`src/sv/qsh_pkg.sv`:
```
// Shared constants and types for the quicksort sorter core.
package qsh_pkg;

    localparam int MAX_ITEMS = 64;
    localparam int VAL_W     = 32;
    localparam int CNT_W     = $clog2(MAX_ITEMS + 1);

    // One value slot moving between neighboring cells.
    typedef struct packed {
        logic                    vld;
        logic signed [VAL_W-1:0] val;
    } qsh_link_t;

    // Per-cycle control broadcast to every cell.
    typedef struct packed {
        logic shift;   // move held values one cell toward the output
    } qsh_ctrl_t;

endpackage

```
`src/sv/qsh_cell.sv`:
```
// One sorting cell: keeps the smaller value, hands the larger one to the right.
module qsh_cell
    import qsh_pkg::*;
(
    input  logic      clk,
    input  logic      rst_n,
    input  qsh_ctrl_t ctrl,
    input  qsh_link_t carry_in,   // value arriving from the left neighbor
    input  qsh_link_t right_held, // held value of the right neighbor (drain shift)
    output qsh_link_t held,
    output qsh_link_t carry_out   // value handed to the right neighbor
);

    logic                    held_vld_reg;
    logic                    held_vld_next;
    logic signed [VAL_W-1:0] held_val_reg;
    logic signed [VAL_W-1:0] held_val_next;
    logic                    carry_vld_reg;
    logic                    carry_vld_next;
    logic signed [VAL_W-1:0] carry_val_reg;
    logic signed [VAL_W-1:0] carry_val_next;

    always_comb
    begin
        held_vld_next  = held_vld_reg;
        held_val_next  = held_val_reg;
        carry_vld_next = 1'b0;
        carry_val_next = carry_val_reg;
        if (ctrl.shift)
        begin
            held_vld_next = right_held.vld;
            held_val_next = right_held.val;
        end
        else if (carry_in.vld)
        begin
            if (!held_vld_reg || (carry_in.val < held_val_reg))
            begin
                // new value takes the slot, old one (if any) moves on
                held_vld_next  = 1'b1;
                held_val_next  = carry_in.val;
                carry_vld_next = held_vld_reg;
                carry_val_next = held_val_reg;
            end
            else
            begin
                carry_vld_next = 1'b1;
                carry_val_next = carry_in.val;
            end
        end
    end

    always_ff @(posedge clk or negedge rst_n)
    begin
        if (!rst_n)
        begin
            held_vld_reg  <= 1'b0;
            carry_vld_reg <= 1'b0;
        end
        else
        begin
            held_vld_reg  <= held_vld_next;
            carry_vld_reg <= carry_vld_next;
        end
    end

    always_ff @(posedge clk)
    begin
        held_val_reg  <= held_val_next;
        carry_val_reg <= carry_val_next;
    end

    assign held.vld      = held_vld_reg;
    assign held.val      = held_val_reg;
    assign carry_out.vld = carry_vld_reg;
    assign carry_out.val = carry_val_reg;

endmodule

```
`config.mk`:
```
export PLATFORM = sky130hd
export DESIGN_NAME = qsh_cell
export DESIGN_NICKNAME = d
export VERILOG_FILES = /design/src/sv/qsh_pkg.sv /design/src/sv/qsh_cell.sv
export SDC_FILE = /design/constraint.sdc
export NUM_CORES = 1
export LEC_CHECK = 0
export CORE_ASPECT_RATIO = 0.6
export CORE_MARGIN = 8
export CORE_UTILIZATION = 65
export CTS_CLUSTER_SIZE = 16
export DETAILED_ROUTE_END_ITERATION = 12
export DONT_BUFFER_PORTS = 1
export MAX_ROUTING_LAYER = met4
export PLACE_DENSITY = 0.81
export SLEW_MARGIN = 20
export SYNTH_ARGS = -nofsm -noshare
export SYNTH_HDL_FRONTEND = slang
export SYNTH_SLANG_ARGS = --single-unit
```
`constraint.sdc`:
```
create_clock -name clk -period 7 [get_ports clk]
set_input_delay 0 -clock clk [delete_from_list [all_inputs] [get_ports clk]]
set_output_delay 0 -clock clk [all_outputs]
set_load 0.005 [all_outputs]
```
[Word-level counts from Yosys, hierarchy flattened]
Cells that the tools add are included.
Operators by class
  $mul: 0
  add/sub/neg operators: 0
  reductions and logical operators: 6
  shifts and indexed selects: 0
  magnitude comparators: 1
  div/mod/pow operators: 0
  bitwise gates (word level): 1
  muxes and demuxes: 10
  equal/unequal tests: 0
Operators by type and width (number)
  $mux 32: 4
  $lt 32x32->1: 1
  $mux 1: 6
  $reduce_and 2->1: 2
  $reduce_bool 2->1: 2
  $logic_not 1->1: 1
  $logic_or 1x1->1: 1
  $not 1->1: 1
Storage, ports and cells
  bits in latches: 0
  memories kept: 0
  bits in writable memories: 0
  input port bits: 69
  flip-flop bits (word level): 66
  logic and storage cells: 22
  output and inout port bits: 66
  ROM bits: 0

[Longest topological paths before layout]
  depth after elaboration: 5
  depth in mapped cells: 12
  mapped depth without buffers: 9

[Worst setup path after synthesis]
No wires, ideal clock.
  path type: reg-to-reg
  from: register held_val_reg[31]
  to: register held_val_reg[0], enable pin
  clock period less this slack: 4.958 ns
  stages on the path, launching flop included: 9
  data arrival time: 4.478 ns
  setup slack: 2.042 ns
  path buffers: 2
  path through: edfxtp_1 inv_1 ha_1 buf_2 nand4_1 nor4_2 o211ai_1 buf_2 a311oi_1
Between the ends
  word-level cells in the longest chain between the ends: 4
RTL lines
  start: declaration: RTL line qsh_cell.sv:16  | logic signed [VAL_W-1:0] held_val_reg;
  start signal: assignment: RTL line qsh_cell.sv:68  | held_val_reg <= held_val_next;
  $lt 32x32->1: RTL line qsh_cell.sv:36  | if (!held_vld_reg || (carry_in.val < held_val_reg))
  $logic_or 1x1->1: RTL line qsh_cell.sv:36
  $reduce_bool 2->1 (no line)
  $reduce_and 2->1 (no line)
Every way passes these cells.
A chain may end at the register's enable or synchronous reset.

[Worst setup path in the final report]
  from: register held_val_reg[31]
  to: register held_val_reg[14], enable pin
The elaborated chain is that of the path after synthesis.

==> impl_metrics.env <==
export IMPL_status="complete, no violations"
export IMPL_crit_top_cell="buf_4"
export IMPL_period_minus_slack_ps=4416
export IMPL_fin_crit_sh=0.6309
export IMPL_relSlewSlack=0.2555
export IMPL_cts_max_level=3
export IMPL_tns_ps=0
export IMPL_power_mw=1.431
export IMPL_ant_nets=0
export IMPL_final_hold_viol_count=0
export IMPL_grt_pass1_vias=4261
export IMPL_synth_top_area_frac=0.3983
export IMPL_avgRoutedWirePerCell_um=23.44
export IMPL_report_final_slew_viol_count=0
export IMPL_dp_cells=554
export IMPL_diodes=0
export IMPL_max_freq_mhz=226.4
export IMPL_cp_top_family="buffers and inverters"
export IMPL_drt_initial_drc_count=591
export IMPL_synth_cells=491
export IMPL_cts_max_path_buffers=2
export IMPL_synth_cell_type_count=37
export IMPL_finClkSkew_ps=5.669
export IMPL_clk_pin_slew_ps=60
export IMPL_design_area_um2=5824
export IMPL_antenna_found_initial=0
export IMPL_instances_no_fill=639
export IMPL_fill_cells=451
export IMPL_yosysSeqAreaShare=0.4087
export IMPL_p_switching_mw=0.4625
export IMPL_whs_path_depth=2
export IMPL_drc=0
export IMPL_synth_most_common_cell="edfxtp_1"
export IMPL_place_area_um2=4805
export IMPL_maxCapViolations=0
export IMPL_r2r_setup_slack_ps=2580
export IMPL_drive_gt1_frac=0.1607
export IMPL_yosys_top_cells_count="edfxtp_1 (64), a21oi_1 (43), nand2_1 (40)"
export IMPL_fin_ws_ps=2584
export IMPL_critPathKind="flip-flop to flip-flop"
export IMPL_hold_end="carry_val_reg[17]$_DFFE_PP_"
export IMPL_synth_fp_nets=591
export IMPL_pwr_share_comb=0.272
export IMPL_syn_area_um2=4825
export IMPL_yosysWarnings=0
export IMPL_dieArea_um2=10530
export IMPL_synth_seq_cells=66
export IMPL_max_stage_delay_ps=880
export IMPL_crit_chain="inv_1 -> ha_2 -> inv_2 -> a21oi_1 -> a211o_1 -> a211oi_4 -> buf_4 -> a2111oi_4 -> a311oi_4 -> buf_4"
export IMPL_vdd_drop_max_mv=0.2430
export IMPL_cts_sinks=66
export IMPL_hpwlAfterDp_mm=8.816
export IMPL_synth_edff_count=64
export IMPL_cts_buffers=9
export IMPL_synth_area_per_cell_um2=9.826
export IMPL_place_congestion=0.8101
export IMPL_synth_area_top_cells="edfxtp_1 (40%), ha_1 (8.0%), mux2_2 (7.5%)"
export IMPL_crit_cells=10
export IMPL_synth_async_sr_flop_share=0.03030
export IMPL_dr_total_vias=4507
export IMPL_cp_slowest_cell="a311oi_4"
export IMPL_worst_r2r_cell_count=10
export IMPL_setup_viol=0
export IMPL_dp_slack_ps=2672
export IMPL_yosysTopAreaCell="edfxtp_1"
export IMPL_ios=135
export IMPL_timing_rr_start="held_val_reg[31]$_DFFE_PP_"
export IMPL_totalWireLength_mm=14.98
export IMPL_grt_total_usage=0.2846
export IMPL_seq_power_share=0.384
export IMPL_p_leak_nw=2.096
export IMPL_die_width_um=127.2
export IMPL_timing_rr_end="held_val_reg[14]$_DFFE_PP_"
export IMPL_coreArea_um2=7237
export IMPL_finalNetCount=630
export IMPL_path_max_fanout=64
export IMPL_port_buffer_count=0
export IMPL_tritoncts="yes"
export IMPL_viasPerCell=7.053
export IMPL_clockPowerShare=0.343
export IMPL_hold_path_class="primary input to flip-flop"
export IMPL_arrival_ps=4430
export IMPL_start_util=0.6667
export IMPL_swShare=0.3231
export IMPL_worstSetupEndpointType="flip-flop"
export IMPL_cts_root_buf="clkbuf_16"
export IMPL_grt_pass1_wl_mm=22.52
export IMPL_power_density_nw_per_um2=245.7
export IMPL_grt_max_degree=98
export IMPL_worstSkewPairLatency_ps=340
export IMPL_num_rows=24
export IMPL_dr_pass1_iters=5
export IMPL_startpoint_type="flip-flop"
export IMPL_power_internal_mw=0.9687
export IMPL_synthFlopType="edfxtp_1"
export IMPL_grt_setup_unrepaired="false"
export IMPL_die_h_um=82.74
export IMPL_tightest_slew_ps=1115
export IMPL_worstHoldStart="carry_in[17]"
export IMPL_cts_setup_buffers=0
export IMPL_area_growth_pct=20.72
export IMPL_overflow=0
export IMPL_critical_path_buf_inv_count=4
export IMPL_cp_required_ps=7020
==> layout by cell type, fill, tap and decap left out, types with 10 or more instances in the layout <==
| cell type | instances |
|---|---|
| dlygate4sd3_1 | 68 |
| edfxtp_1 | 64 |
| a21oi_1 | 43 |
| nand2_1 | 40 |
| nand4_1 | 35 |
| nand3_1 | 35 |
| inv_1 | 33 |
| mux2_2 | 32 |
| o2111ai_1 | 31 |
| ha_1 | 30 |
| a41oi_1 | 29 |
| or2_2 | 21 |
| or2_0 | 10 |
==> through the flow <==
stage | hold slack, ps | utilization
floorplan | -295.6 | -
global placement | -295.5 | 0.6639
detailed placement | -295.5 | 0.6639
CTS | 1.262 | 0.8034
global route | 51.41 | 0.8048
finish | 26.47 | 0.8048
==> how the worst max path moves through the flow <==
| stage | endpoint | start |
|---|---|---|
| floorplan | held_val_reg[0]$_DFFE_PP_ | held_val_reg[31]$_DFFE_PP_ |
| global placement | held_val_reg[15]$_DFFE_PP_ | held_val_reg[31]$_DFFE_PP_ |
| detailed placement | held_val_reg[14]$_DFFE_PP_ | held_val_reg[31]$_DFFE_PP_ |
| CTS | held_val_reg[18]$_DFFE_PP_ | held_val_reg[31]$_DFFE_PP_ |
| global route | held_val_reg[14]$_DFFE_PP_ | held_val_reg[31]$_DFFE_PP_ |
| finish | held_val_reg[14]$_DFFE_PP_ | held_val_reg[31]$_DFFE_PP_ |
==> power groups by stage <==
stage | Sequential, mW | Combinational [mW] | Clock (mW)
final | 0.550 | 0.390 | 0.491
after global routing | 0.556 | 0.422 | 0.509
after CTS | 0.550 | 0.375 | 0.489
after detailed placement | 0.557 | 0.328 | 0
after global placement | 0.555 | 0.308 | 0
after floorplan | 0.541 | 0.274 | 0
==> routing by layer <==
layer / share of wire / GRT usage / wire [um] / up-vias
li1: - / - / - / 1999
met2: 0.47 / 0.4609 / 6975 / 331
met5: 0 / - / 0 / -
met3: 0.14 / 0.1122 / 2036 / 37
met1: 0.38 / 0.3233 / 5669 / 2140
met4: 0.020 / 0.09198 / 294 / 0
==> area by class of cell <==
class,instances,area [um^2],share of cell area
multi-input cells,343,2521,0.4329
clock inverters,7,93.84,0.01611
well taps,104,130.1,0.02234
inverters,34,127.6,0.02191
flip-flops and latches,66,1973,0.3388
clock buffers,9,225.2,0.03867
repair buffers,76,753.2,0.1293
==> what timing repair did <==
item,in CTS,in global routing
hold endpoints to repair,65,1
resized for setup,0,0
hold buffers,68,1
==> cell families (layout without fill, tap and decap cells) <==
| kind of cell | count (synthesis) | count (layout) | share of synthesized area |
|---|---|---|---|
| AND/OR/NAND/NOR | 156 | 156 | 0.1693 |
| AO/OA/AOI/OAI | 124 | 124 | 0.1924 |
| buffers and inverters | 82 | 126 | 0.07443 |
| flip-flops | 66 | 66 | 0.4087 |
| multiplexers | 32 | 32 | 0.07469 |
| adder cells (fa/ha/maj) | 31 | 31 | 0.08039 |
No activity file was read; power rests on OpenSTA's default activity.
